[src/hdl/hlsc_pkg.sv]
// hlsc_pkg: shared types, register codes, reset values, widths and rounding and
// saturation helpers of the high-pass and table waveshaper channel. No dependencies.
`default_nettype none

package hlsc_pkg;

	localparam int SAMPLE_W   = 24;
	localparam int COEF_W     = 32;
	localparam int GAIN_W     = 24;
	localparam int TIDX_W     = 10;
	localparam int REG_IDX_W  = 3;
	localparam int CFG_DATA_W = 32;
	localparam int S_TDATA_W  = 64;
	localparam int S_TUSER_W  = 2;
	localparam int M_TDATA_W  = 24;
	localparam int M_TUSER_W  = 1;

	localparam int MUL_A_W = 32;
	localparam int MUL_B_W = 33;
	localparam int PROD_W  = MUL_A_W + MUL_B_W;
	localparam int WIDE_W  = PROD_W + 1;
	localparam int STATE_W = 40;
	localparam int Y_W     = 32;
	localparam int V_W     = 25;
	localparam int FRAC_W  = 25;
	localparam int DIFF_W  = 25;
	localparam int W_W     = 26;

	localparam logic [REG_IDX_W-1:0] REG_COEF_B0     = 3'd0;
	localparam logic [REG_IDX_W-1:0] REG_COEF_B1     = 3'd1;
	localparam logic [REG_IDX_W-1:0] REG_COEF_B2     = 3'd2;
	localparam logic [REG_IDX_W-1:0] REG_COEF_A1     = 3'd3;
	localparam logic [REG_IDX_W-1:0] REG_COEF_A2     = 3'd4;
	localparam logic [REG_IDX_W-1:0] REG_DRIVE_GAIN  = 3'd5;
	localparam logic [REG_IDX_W-1:0] REG_OUTPUT_SCALE = 3'd6;

	typedef enum logic [3:0] {
		OP_NONE,
		OP_B0,
		OP_B1,
		OP_B2,
		OP_A1,
		OP_A2,
		OP_DRV,
		OP_POS,
		OP_INT,
		OP_SCL
	} mul_op_t;

	typedef struct packed {
		mul_op_t op;
		logic    ld_in;
		logic    tbl_we;
		logic    rd_en;
		logic    rd_hi;
		logic    ld_t0;
		logic    ld_diff;
		logic    ld_out;
	} hlsc_cmd_t;

	typedef struct packed {
		logic signed [COEF_W-1:0] b0;
		logic signed [COEF_W-1:0] b1;
		logic signed [COEF_W-1:0] b2;
		logic signed [COEF_W-1:0] a1;
		logic signed [COEF_W-1:0] a2;
		logic [GAIN_W-1:0]        drive;
		logic [SAMPLE_W-1:0]      scale;
	} hlsc_cfg_t;

	localparam hlsc_cfg_t CFG_RESET = '{
		b0:    32'sd268435456,
		b1:    32'sd0,
		b2:    32'sd0,
		a1:    32'sd0,
		a2:    32'sd0,
		drive: 24'd827392,
		scale: 24'd8388608
	};

	typedef logic signed [WIDE_W-1:0] wide_t;

	// round half up then drop n fraction bits
	function automatic wide_t rnd_sh(input wide_t v, input int unsigned n);
		wide_t half;
		half = wide_t'(1) <<< (n - 1);
		return (v + half) >>> n;
	endfunction

	function automatic wide_t sat_to(input wide_t v, input int unsigned bits);
		wide_t hi;
		wide_t lo;
		hi = (wide_t'(1) <<< (bits - 1)) - wide_t'(1);
		lo = -hi - wide_t'(1);
		if (v > hi) begin
			return hi;
		end else if (v < lo) begin
			return lo;
		end
		return v;
	endfunction

endpackage

`default_nettype wire

[src/hdl/hlsc_regs.sv]
// hlsc_regs: configuration register bank written over the cfg request channel.
// Depends on hlsc_pkg for register codes, reset values and the hlsc_cfg_t type.
`default_nettype none

module hlsc_regs import hlsc_pkg::*; (
	input  wire logic                  clk,
	input  wire logic                  arst_n,
	input  wire logic                  cfg_valid,
	output logic                       cfg_ready,
	input  wire logic [REG_IDX_W-1:0]  cfg_index,
	input  wire logic [CFG_DATA_W-1:0] cfg_data,
	output hlsc_cfg_t                  cfg
);

	hlsc_cfg_t cfg_q;

	always_ff @(posedge clk or negedge arst_n) begin
		if (!arst_n) begin
			cfg_q <= CFG_RESET;
		end else if (cfg_valid) begin
			unique case (cfg_index)
				REG_COEF_B0:      cfg_q.b0 <= cfg_data;
				REG_COEF_B1:      cfg_q.b1 <= cfg_data;
				REG_COEF_B2:      cfg_q.b2 <= cfg_data;
				REG_COEF_A1:      cfg_q.a1 <= cfg_data;
				REG_COEF_A2:      cfg_q.a2 <= cfg_data;
				REG_DRIVE_GAIN:   cfg_q.drive <= cfg_data[GAIN_W-1:0];
				REG_OUTPUT_SCALE: cfg_q.scale <= cfg_data[SAMPLE_W-1:0];
				default: begin
				end
			endcase
		end
	end

	assign cfg_ready = 1'b1;
	assign cfg = cfg_q;

endmodule

`default_nettype wire

[config.mk]
export PLATFORM = sky130hd
export DESIGN_NAME = hlsc_regs
export DESIGN_NICKNAME = d
export VERILOG_FILES = /design/src/hdl/hlsc_pkg.sv /design/src/hdl/hlsc_regs.sv
export SDC_FILE = /design/constraint.sdc
export NUM_CORES = 1
export LEC_CHECK = 0
export BUFFER_PORTS_ARGS = -buffer_cell sky130_fd_sc_hd__buf_4
export CAP_MARGIN = 20
export CORE_MARGIN = 8
export CORE_UTILIZATION = 55
export CTS_CLUSTER_DIAMETER = 200
export DETAILED_ROUTE_END_ITERATION = 16
export PLACE_DENSITY = 0.85
export SLEW_MARGIN = 20
export SYNTH_ARGS = -nofsm -noshare
export SYNTH_HDL_FRONTEND = slang
export SYNTH_SLANG_ARGS = --single-unit
[constraint.sdc]
create_clock -name clk -period 2.2 [get_ports clk]
set_input_delay 0.44 -clock clk [delete_from_list [all_inputs] [get_ports clk]]
set_output_delay 0.44 -clock clk [all_outputs]
set_load 0.005 [all_outputs]
==> metrics.md <==
| Metric | Value |
|---|---|
| Post-layout min period | 1.557 ns |
| Routability Congestion | 0.7806 |
| Share of the synthesized area in the top cell type | 64.65% |
| Most area-consuming cells after synthesis | sky130_fd_sc_hd__dfrtp_1 (65%), sky130_fd_sc_hd__mux2_2 (24%), sky130_fd_sc_hd__mux2_1 (5.6%), sky130_fd_sc_hd__dfstp_2 (2.0%), sky130_fd_sc_hd__buf_4 (1.2%) |
| Cell Chain, Critical Path | buf_4 |
| Part of the Yosys area used for sequential elements | 66.67% |
| Pre-antenna DRT Iters | 4 |
| Setup repair after global routing missed its margin | no |
| R2R Path Start | cfg[187] |
| Initial core utilization | 56.33% |
| Maximum number of pins on one net before global-route repair | 76 |
| Maximum capacitance violations | 0 |
| Startpoint type of the worst setup path | flip-flop |
| Total Power | 11.50 mW |
| Setup Skew | 0 ns |
| Routed Antenna Nets | 0 |
| Post-CTS Hold Buffers | 0 |
| Total global routing overflow | 0 |
| Mean post-synth cell area | 17.34 sq um |
| Io pins | 247 |
| Worst-Margin Slew | 0.6196 ns |
| Most used cells in the layout excluding fill and tap cells | sky130_fd_sc_hd__buf_4 (253), sky130_fd_sc_hd__dfrtp_1 (202), sky130_fd_sc_hd__mux2_2 (169) |
| Clock root buffer master | sky130_fd_sc_hd__clkbuf_16 |
| Clock slew at the register clock pins of the worst setup and hold paths | 0.06 ns |
| Slowest cell on the critical path | sky130_fd_sc_hd__dfstp_2 |
| Largest delay share family, worst path | flip-flops |
| Max H-tree Level | 1 |
| Via count | 4887 |
| #FFs+latches synth | 208 |
| Worst slew slack as a fraction of its limit | 58.69% |
| Period utilisation layout | 70.78% |
| Core outline area | 13880 sq um |
| Placement Cell Area | 9995 sq um |
| Data required time of the worst path | 1.76 ns |
| Violations in the final reports | hold timing |
| Number of warnings reported in the yosys synthesis log | 0 |
| Worst setup margin | 0.6428 ns |
| Multiplexer share of the synthesized area | 29.96% |
| Result of the run | finished, violations left |
| Global-route wire length before repair | 31.40 mm |
| Post-Syn Instances | 451 |
| Kind of critical path | reg -> out |
| IR Drop Worst-Case VDD | 0.7480 mV |
| Highest clock rate | 642.2 MHz |
| Post-synthesis share of cell area spent on and, or, nand and nor gates | 1.184% |
| Total power density per cell area | 1073 nW/um^2 |
| Syn nets | 489 |
| Floorplan die area | 18290 sq um |
| Combined flip-flop and latch cell area | 5213 sq um |
| Later-pin clock latency in the skew report | 0.47 ns |
| Number of library cell types mapped by synthesis | 11 |
| Maximum count of clock buffers along a single path | 3 |
| Bufs and invs on worst path | 1 |
| Routed length per placed instance | 22.50 microns |
| Die Height | 135.2 microns |
| Area of combinational cells with multiple inputs | 2484 sq um |
| # port buffers | 245 |
| Total setup buffers inserted after CTS | 0 |
| Adder-cell share of the synthesized area | 0% |
| Setup TNS Final | 0 ns |
| Worst path max stage delay | 0.54 ns |
| TritonCTS clock tree | built |
| Final Slew Violations | 0 |
| Via count normalized by instance count | 5.418 |
| Main combinational cell family by area after synthesis | multiplexers |
| WP data arrival | 1.12 ns |
| Placement Rows | 43 |
| Via count of the first global-routing pass | 5504 |
| Count of placed standard cells in the final layout, fillers left out | 902 |
| DRC violation count after routing | 0 |
| Compound-Gate Fraction of Synth Area | 0% |
| Post-route worst hold slack | -0.02599 ns |
| Cell area after synthesis | 7819 sq um |
| Count of inserted antenna diode cells | 0 |
| Total count of hold-check failures in the final report | 23 |
| Number of buffers inserted during clock tree synthesis | 20 |
| Leakage component of the power | 5.080 nW |
| Die outline width | 135.2 microns |
| Share of final-layout standard cells stronger than drive strength 1 | 65.93% |
| Gr usage total | 21.86% |
| CTS sink cnt | 208 |
| Layout fillers | 814 |
| Count of final setup violators | 0 |
| Max FFs per register | 208 |
| Share of the synthesized netlist area taken by xor and xnor gates | 0% |
| Number of nets at the end of the flow | 746 |
| Post-layout util | 77.21% |
| Pre-CTS WS | 0.3074 ns |
| Initial DRC count | 185 |
| Most common cell after layout, fill and taps aside | sky130_fd_sc_hd__buf_4 |
| Routed wire length | 20.30 mm |
| Crit-path max FO | 2 |
| Library cell occupying the most area in the post-synthesis netlist | sky130_fd_sc_hd__dfrtp_1 |
| Final instance area | 10720 sq um |
| Resized cells post-CTS | 0 |
| HPWL after DPL | 14.54 mm |
| Number of placed cells counting well taps | 866 |
| Area overhead of the layout relative to synthesis | 37.08% |
| Launch point of the worst path | cfg[43] |
| Worst Setup End Kind | primary output |
| Number of antenna violations at the first check in global routing | 0 |
| Tightest Hold Check Type | in -> async |
[path summary, 6_finish.rpt]
path	endpoint	slack, ns	cells after the start
max reg2reg	cfg[187]	1.37	1
min in group clk	cfg[204]	0.22	2
min	cfg[50]	-0.03	1
max	cfg[43]	0.64	1
max in group asynchronous	cfg[39]	1.49	2
min reg2reg	cfg[177]	0.49	1
[cells by family (layout without fill, tap and decap cells)]
| family | after synthesis | count (layout) |
|---|---|---|
| buffers and inverters | 27 | 298 |
| flip-flops | 208 | 208 |
| multiplexers | 208 | 208 |
| other | 1 | 1 |
| AND/OR/NAND/NOR | 7 | 7 |
[Yosys cell counts]
cell type,number
sky130_fd_sc_hd__buf_2,14
sky130_fd_sc_hd__dfstp_2,6
sky130_fd_sc_hd__dfrtp_1,202
sky130_fd_sc_hd__nand4b_1,1
sky130_fd_sc_hd__nor4b_4,1
sky130_fd_sc_hd__conb_1,1
sky130_fd_sc_hd__mux2_2,169
sky130_fd_sc_hd__nand4b_2,2
sky130_fd_sc_hd__mux2_1,39
sky130_fd_sc_hd__nor4bb_1,3
sky130_fd_sc_hd__buf_4,13
[per-layer routing]
layer  vias to the layer above  track usage, %  part of all wire, %
met4                         0           6.416                  2.5
li1                       2121               -                    -
met2                       197           36.34                   49
met3                        32           8.383                  9.9
met5                         -               0                    0
met1                      2537           25.90                   39
[layout make-up]
| class | instances | share of cell area (%) |
|---|---|---|
| clock inverters | 10 | 1.483 |
| clock buffers | 26 | 5.265 |
| well taps | 180 | 2.101 |
| flip-flops and latches | 208 | 48.63 |
| multi-input cells | 216 | 23.17 |
| repair buffers | 262 | 19.34 |
[where the power goes]
group / switching (mW) / internal [mW] / total [mW]
Clock: 1.40 / 2.29 / 3.68
Sequential: 0.509 / 4.69 / 5.20
Combinational: 0.958 / 1.66 / 2.62
Total: 2.86 / 8.64 / 11.5
Note: power is estimated with default switching activity, not from simulation.
