--- config.mk ---
export PLATFORM = sky130hd
export DESIGN_NAME = hlsc_ctrl
export DESIGN_NICKNAME = d
export VERILOG_FILES = /design/src/hdl/hlsc_pkg.sv /design/src/hdl/hlsc_ctrl.sv
export SDC_FILE = /design/constraint.sdc
export NUM_CORES = 1
export LEC_CHECK = 0
export ABC_AREA = 1
export BUFFER_PORTS_ARGS = -buffer_cell sky130_fd_sc_hd__buf_4
export CORE_AREA = 2 2 39 41
export CTS_BUF_LIST = sky130_fd_sc_hd__clkbuf_2
export DETAILED_ROUTE_END_ITERATION = 12
export DIE_AREA = 0 0 41 43
export GPL_ROUTABILITY_DRIVEN = 0
export HOLD_SLACK_MARGIN = 0.02
export MAX_ROUTING_LAYER = met4
export PLACE_DENSITY = 0.56
export RECOVER_POWER = 100
export SLEW_MARGIN = 20
export SYNTH_ARGS = -nofsm -noshare
export SYNTH_HDL_FRONTEND = slang
export SYNTH_SLANG_ARGS = --single-unit
--- constraint.sdc ---
create_clock -name clk -period 3.2 [get_ports clk]
set_input_delay 0.16 -clock clk [delete_from_list [all_inputs] [get_ports clk]]
set_output_delay 0.16 -clock clk [all_outputs]
set_load 0.02 [all_outputs]
--- src/hdl/hlsc_pkg.sv ---
// hlsc_pkg: shared types, register codes, reset values, widths and rounding and
// saturation helpers of the high-pass and table waveshaper channel. No dependencies.
`default_nettype none

package hlsc_pkg;

	localparam int SAMPLE_W   = 24;
	localparam int COEF_W     = 32;
	localparam int GAIN_W     = 24;
	localparam int TIDX_W     = 10;
	localparam int REG_IDX_W  = 3;
	localparam int CFG_DATA_W = 32;
	localparam int S_TDATA_W  = 64;
	localparam int S_TUSER_W  = 2;
	localparam int M_TDATA_W  = 24;
	localparam int M_TUSER_W  = 1;

	localparam int MUL_A_W = 32;
	localparam int MUL_B_W = 33;
	localparam int PROD_W  = MUL_A_W + MUL_B_W;
	localparam int WIDE_W  = PROD_W + 1;
	localparam int STATE_W = 40;
	localparam int Y_W     = 32;
	localparam int V_W     = 25;
	localparam int FRAC_W  = 25;
	localparam int DIFF_W  = 25;
	localparam int W_W     = 26;

	localparam logic [REG_IDX_W-1:0] REG_COEF_B0     = 3'd0;
	localparam logic [REG_IDX_W-1:0] REG_COEF_B1     = 3'd1;
	localparam logic [REG_IDX_W-1:0] REG_COEF_B2     = 3'd2;
	localparam logic [REG_IDX_W-1:0] REG_COEF_A1     = 3'd3;
	localparam logic [REG_IDX_W-1:0] REG_COEF_A2     = 3'd4;
	localparam logic [REG_IDX_W-1:0] REG_DRIVE_GAIN  = 3'd5;
	localparam logic [REG_IDX_W-1:0] REG_OUTPUT_SCALE = 3'd6;

	typedef enum logic [3:0] {
		OP_NONE,
		OP_B0,
		OP_B1,
		OP_B2,
		OP_A1,
		OP_A2,
		OP_DRV,
		OP_POS,
		OP_INT,
		OP_SCL
	} mul_op_t;

	typedef struct packed {
		mul_op_t op;
		logic    ld_in;
		logic    tbl_we;
		logic    rd_en;
		logic    rd_hi;
		logic    ld_t0;
		logic    ld_diff;
		logic    ld_out;
	} hlsc_cmd_t;

	typedef struct packed {
		logic signed [COEF_W-1:0] b0;
		logic signed [COEF_W-1:0] b1;
		logic signed [COEF_W-1:0] b2;
		logic signed [COEF_W-1:0] a1;
		logic signed [COEF_W-1:0] a2;
		logic [GAIN_W-1:0]        drive;
		logic [SAMPLE_W-1:0]      scale;
	} hlsc_cfg_t;

	localparam hlsc_cfg_t CFG_RESET = '{
		b0:    32'sd268435456,
		b1:    32'sd0,
		b2:    32'sd0,
		a1:    32'sd0,
		a2:    32'sd0,
		drive: 24'd827392,
		scale: 24'd8388608
	};

	typedef logic signed [WIDE_W-1:0] wide_t;

	// round half up then drop n fraction bits
	function automatic wide_t rnd_sh(input wide_t v, input int unsigned n);
		wide_t half;
		half = wide_t'(1) <<< (n - 1);
		return (v + half) >>> n;
	endfunction

	function automatic wide_t sat_to(input wide_t v, input int unsigned bits);
		wide_t hi;
		wide_t lo;
		hi = (wide_t'(1) <<< (bits - 1)) - wide_t'(1);
		lo = -hi - wide_t'(1);
		if (v > hi) begin
			return hi;
		end else if (v < lo) begin
			return lo;
		end
		return v;
	endfunction

endpackage

`default_nettype wire

--- src/hdl/hlsc_ctrl.sv ---
// hlsc_ctrl: sequencer of the channel; steps one sample through the shared
// multiplier, table reads and output register. Depends on hlsc_pkg.
`default_nettype none

module hlsc_ctrl import hlsc_pkg::*; (
	input  wire logic clk,
	input  wire logic arst_n,
	input  wire logic s_tvalid,
	input  wire logic in_action,
	output logic      s_tready,
	output logic      m_tvalid,
	input  wire logic m_tready,
	output hlsc_cmd_t cmd
);

	typedef enum logic [4:0] {
		ST_IDLE,
		ST_B0,
		ST_B1,
		ST_B2,
		ST_A1,
		ST_A2,
		ST_DRV,
		ST_WAIT_V,
		ST_POS,
		ST_WAIT_P,
		ST_RD_LO,
		ST_RD_HI,
		ST_DIFF,
		ST_INT,
		ST_WAIT_W,
		ST_SCL,
		ST_WAIT_R,
		ST_OUT
	} state_t;

	state_t state_q;
	logic   m_valid_q;
	logic   out_free;

	assign out_free = !m_valid_q || m_tready;

	always_ff @(posedge clk or negedge arst_n) begin
		if (!arst_n) begin
			state_q   <= ST_IDLE;
			m_valid_q <= 1'b0;
		end else begin
			m_valid_q <= (m_valid_q && !m_tready) || ((state_q == ST_OUT) && out_free);
			unique case (state_q)
				ST_IDLE: begin
					if (s_tvalid && !in_action) begin
						state_q <= ST_B0;
					end
				end
				ST_B0:     state_q <= ST_B1;
				ST_B1:     state_q <= ST_B2;
				ST_B2:     state_q <= ST_A1;
				ST_A1:     state_q <= ST_A2;
				ST_A2:     state_q <= ST_DRV;
				ST_DRV:    state_q <= ST_WAIT_V;
				ST_WAIT_V: state_q <= ST_POS;
				ST_POS:    state_q <= ST_WAIT_P;
				ST_WAIT_P: state_q <= ST_RD_LO;
				ST_RD_LO:  state_q <= ST_RD_HI;
				ST_RD_HI:  state_q <= ST_DIFF;
				ST_DIFF:   state_q <= ST_INT;
				ST_INT:    state_q <= ST_WAIT_W;
				ST_WAIT_W: state_q <= ST_SCL;
				ST_SCL:    state_q <= ST_WAIT_R;
				ST_WAIT_R: state_q <= ST_OUT;
				ST_OUT: begin
					if (out_free) begin
						state_q <= ST_IDLE;
					end
				end
				default:   state_q <= ST_IDLE;
			endcase
		end
	end

	always_comb begin
		cmd    = '0;
		cmd.op = OP_NONE;
		unique case (state_q)
			ST_IDLE: begin
				cmd.ld_in  = s_tvalid && !in_action;
				cmd.tbl_we = s_tvalid && in_action;
			end
			ST_B0:  cmd.op = OP_B0;
			ST_B1:  cmd.op = OP_B1;
			ST_B2:  cmd.op = OP_B2;
			ST_A1:  cmd.op = OP_A1;
			ST_A2:  cmd.op = OP_A2;
			ST_DRV: cmd.op = OP_DRV;
			ST_POS: cmd.op = OP_POS;
			ST_RD_LO: begin
				cmd.rd_en = 1'b1;
			end
			ST_RD_HI: begin
				cmd.rd_en = 1'b1;
				cmd.rd_hi = 1'b1;
				cmd.ld_t0 = 1'b1;
			end
			ST_DIFF: cmd.ld_diff = 1'b1;
			ST_INT:  cmd.op = OP_INT;
			ST_SCL:  cmd.op = OP_SCL;
			ST_OUT:  cmd.ld_out = out_free;
			default: begin
			end
		endcase
	end

	assign s_tready = (state_q == ST_IDLE);
	assign m_tvalid = m_valid_q;

endmodule

`default_nettype wire

==> flow_summary.toml <==
[status]
status = "complete, no violations"

[sta]
rsz0062_at_grt = "false"
period_share = 0.531
hold_slack_ns = 0.126
setup_violations = 0
tns_ns = 0
worst_slew_pin_slew_ns = 0.348
fin_skew_ns = 0.00833
fmax_ghz = 0.589
slew_violations = 0
slew-limit-headroom = 0.767
finalCriticalPeriod_ns = 1.70
finalHoldViolations = 0

[worst_setup_path]
cp_slowest_cell = "dfrtp_1"
cpPeakStageDelay_ns = 0.44
r2r_setup_slack_ns = 1.91
required_ns = 3.04
rr_worst_depth = 4
cp_data_arrival_time_ns = 1.54
crit_type = "reg2out"
r2r_end = "state_q[0]$_DFFE_PN0P_"
crit_fanout = 6
crit_top_cell = "nor2_1"
cp_cell_sequence = "nor2_1 -> nand2_1 -> nor2_1 -> nor2_1 -> nand2_1 -> clkbuf_1"
crit_family = "simple AND/OR/NAND/NOR gates"
rr_startpoint = "state_q[3]$_DFFE_PN0P_"
critPathCaptureType = "output port"
startpoint_type = "register"
crit_buf_inv = 1

[synth]
yosys.area.top_type = "dfrtp_1"
synth_warnings = 0
synth-seq-area-share = 0.347
syn_avg_cell_area_um2 = 6.87
synthArstFlopShare = 1.00
ys_ff_latch = 6
synthTopCellsByCount = "nor2_1 (19), dfrtp_1 (6), inv_1 (5), inv_2 (5), nand2_1 (5)"
yosysUniqueCellTypes = 19
yosysMostFrequentCell = "nor2_1"
synth-edff-count = 0
synth_area_leaders = "dfrtp_1 (35%), nor2_1 (16%), nand3_2 (6.9%), nand3_1 (4.6%), inv_1 (4.3%)"
synth_area_um2 = 433
netlist.area_leader.share = 0.347
synth_cells = 63
synth_ff_type = "dfrtp_1"
syn_nets = 68

[grt]
grt_max_degree = 8
overflow = 0
grtUsageTotal = 0.143
antenna_found_initial = 0
grt_pass1_vias = 407
grt_pass1_wl_mm = 1.66

[floorplan]
die_w_um = 41
start_util = 0.313
ios = 18
rows = 14
dieHeight_um = 43
floorplan.die_area_mm2 = 0.00176
core_mm2 = 0.00138

[flow_run]
cap_violations = 0

[routing]
drt-total-wl_um = 975
drt-initial-drc-count = 11
ant_nets = 0
vias = 454
wl_per_cell_um = 9.85
firstDrtPassIters = 2
drc = 0
viasPerCell = 4.59

[cts]
clk_latency_ns = 0.22
post-cts-setup-buffers = 0
clockBufferDepth = 2
cts_sinks = 6
numCtsBuffers = 3
root_buffer = "clkbuf_2"
clkSlewWorstSetupHoldPaths_ns = 0.06
htreeDepth = 1
cts_resized = 0
cts_tree = "yes"

[power]
leakage_nw = 0.268
ir_drop_uv = 306
power_density_mw_per_mm2 = 1000

[placement]
dp_hpwl_um = 794
port_buffers = 17

[final_layout]
fin_nets = 90
utilization = 0.379
num_antenna_cells = 0
area_growth_pct = 21.1
drive_above_1_share = 0.169

[min_path]
hold_start = "m_tready"
hold_class = "in2reg"
whs_path_depth = 2
whs_endpoint = "m_tvalid$_DFF_PN0_"
==> flip-flops by register name (all words and copies together), names as in the netlist <==
register,cells
m_tvalid,1
state_q,5
==> through the flow <==
| step | worst slack (ns) | instance area, um2 | total power [mW] | cells |
|---|---|---|---|---|
| 5_1_grt | 1.31 | 524 | 0.583 | 99 |
| 2_1_floorplan | 1.95 | 433 | 0.418 | 63 |
| 3_3_place_gp | 1.93 | 573 | 0.546 | 95 |
| 4_1_cts | 1.68 | 598 | 0.602 | 99 |
| 6_report | 1.50 | 524 | 0.526 | 99 |
| 3_5_place_dp | 1.93 | 573 | 0.545 | 95 |
==> per-layer routing <==
metal / global-route usage / up-vias / routed length (um)
li1: - / 243 / -
met1: 0.191 / 197 / 467
met2: 0.194 / 12 / 443
met3: 0.0157 / 2 / 57
met4: 0.100 / 0 / 6
met5: - / - / 0
==> placed cells by master, fill, tap and decap left out <==
master          n
o22ai_1         1
o21ai_1         3
nand4_1         1
nor3_1          2
nand2_2         1
nand2_1         5
dlygate4sd3_1   1
nand3b_1        1
inv_1           6
dfrtp_1         6
inv_2           4
a21oi_1         2
nor2_1         22
clkbuf_2        3
o211ai_1        1
clkbuf_1       11
nand3_1         7
buf_4           6
==> cells by family after synthesis <==
logic type | Yosys count | share of synthesized area
AND/OR/NAND/NOR | 39 | 0.460
buffers and inverters | 11 | 0.104
AO/OA/AOI/OAI | 7 | 0.0896
flip-flops | 6 | 0.347
==> power by group <==
| part | total (mW) | switching (mW) | internal (mW) | leakage [nW] |
|---|---|---|---|---|
| registers | 0.144 | 0.0380 | 0.106 | 0.0757 |
| logic | 0.331 | 0.230 | 0.101 | 0.180 |
| clock network | 0.0518 | 0.0264 | 0.0254 | 0.0125 |
==> what timing repair did <==
item | in CTS | in global routing
endpoints found under the hold margin | 6 | 0
hold buffers | 1 | 0
endpoints found under the setup margin | 0 | 0
==> area by class of cell <==
class	instances	area, um2
Clock buffer	3	15.0
Fill cell	176	860
Inverter	10	37.5
Multi-Input combinational cell	46	205
Sequential cell	6	150
Tap cell	16	20.0
Timing Repair Buffer	18	96.3
==> how the worst max path moves through the flow <==
stage                                start     end  slack [ns]  cells after the start
finish              state_q[3]$_DFFE_PN0P_  cmd[7]        1.50                      6
global placement    state_q[0]$_DFFE_PN0P_  cmd[6]        1.93                      4
CTS                 state_q[0]$_DFFE_PN0P_  cmd[6]        1.68                      4
floorplan           state_q[4]$_DFFE_PN0P_  cmd[3]        1.95                      4
detailed placement  state_q[0]$_DFFE_PN0P_  cmd[6]        1.93                      4
global route        state_q[3]$_DFFE_PN0P_  cmd[6]        1.31                      4
Power figures use the tool's default switching activity.
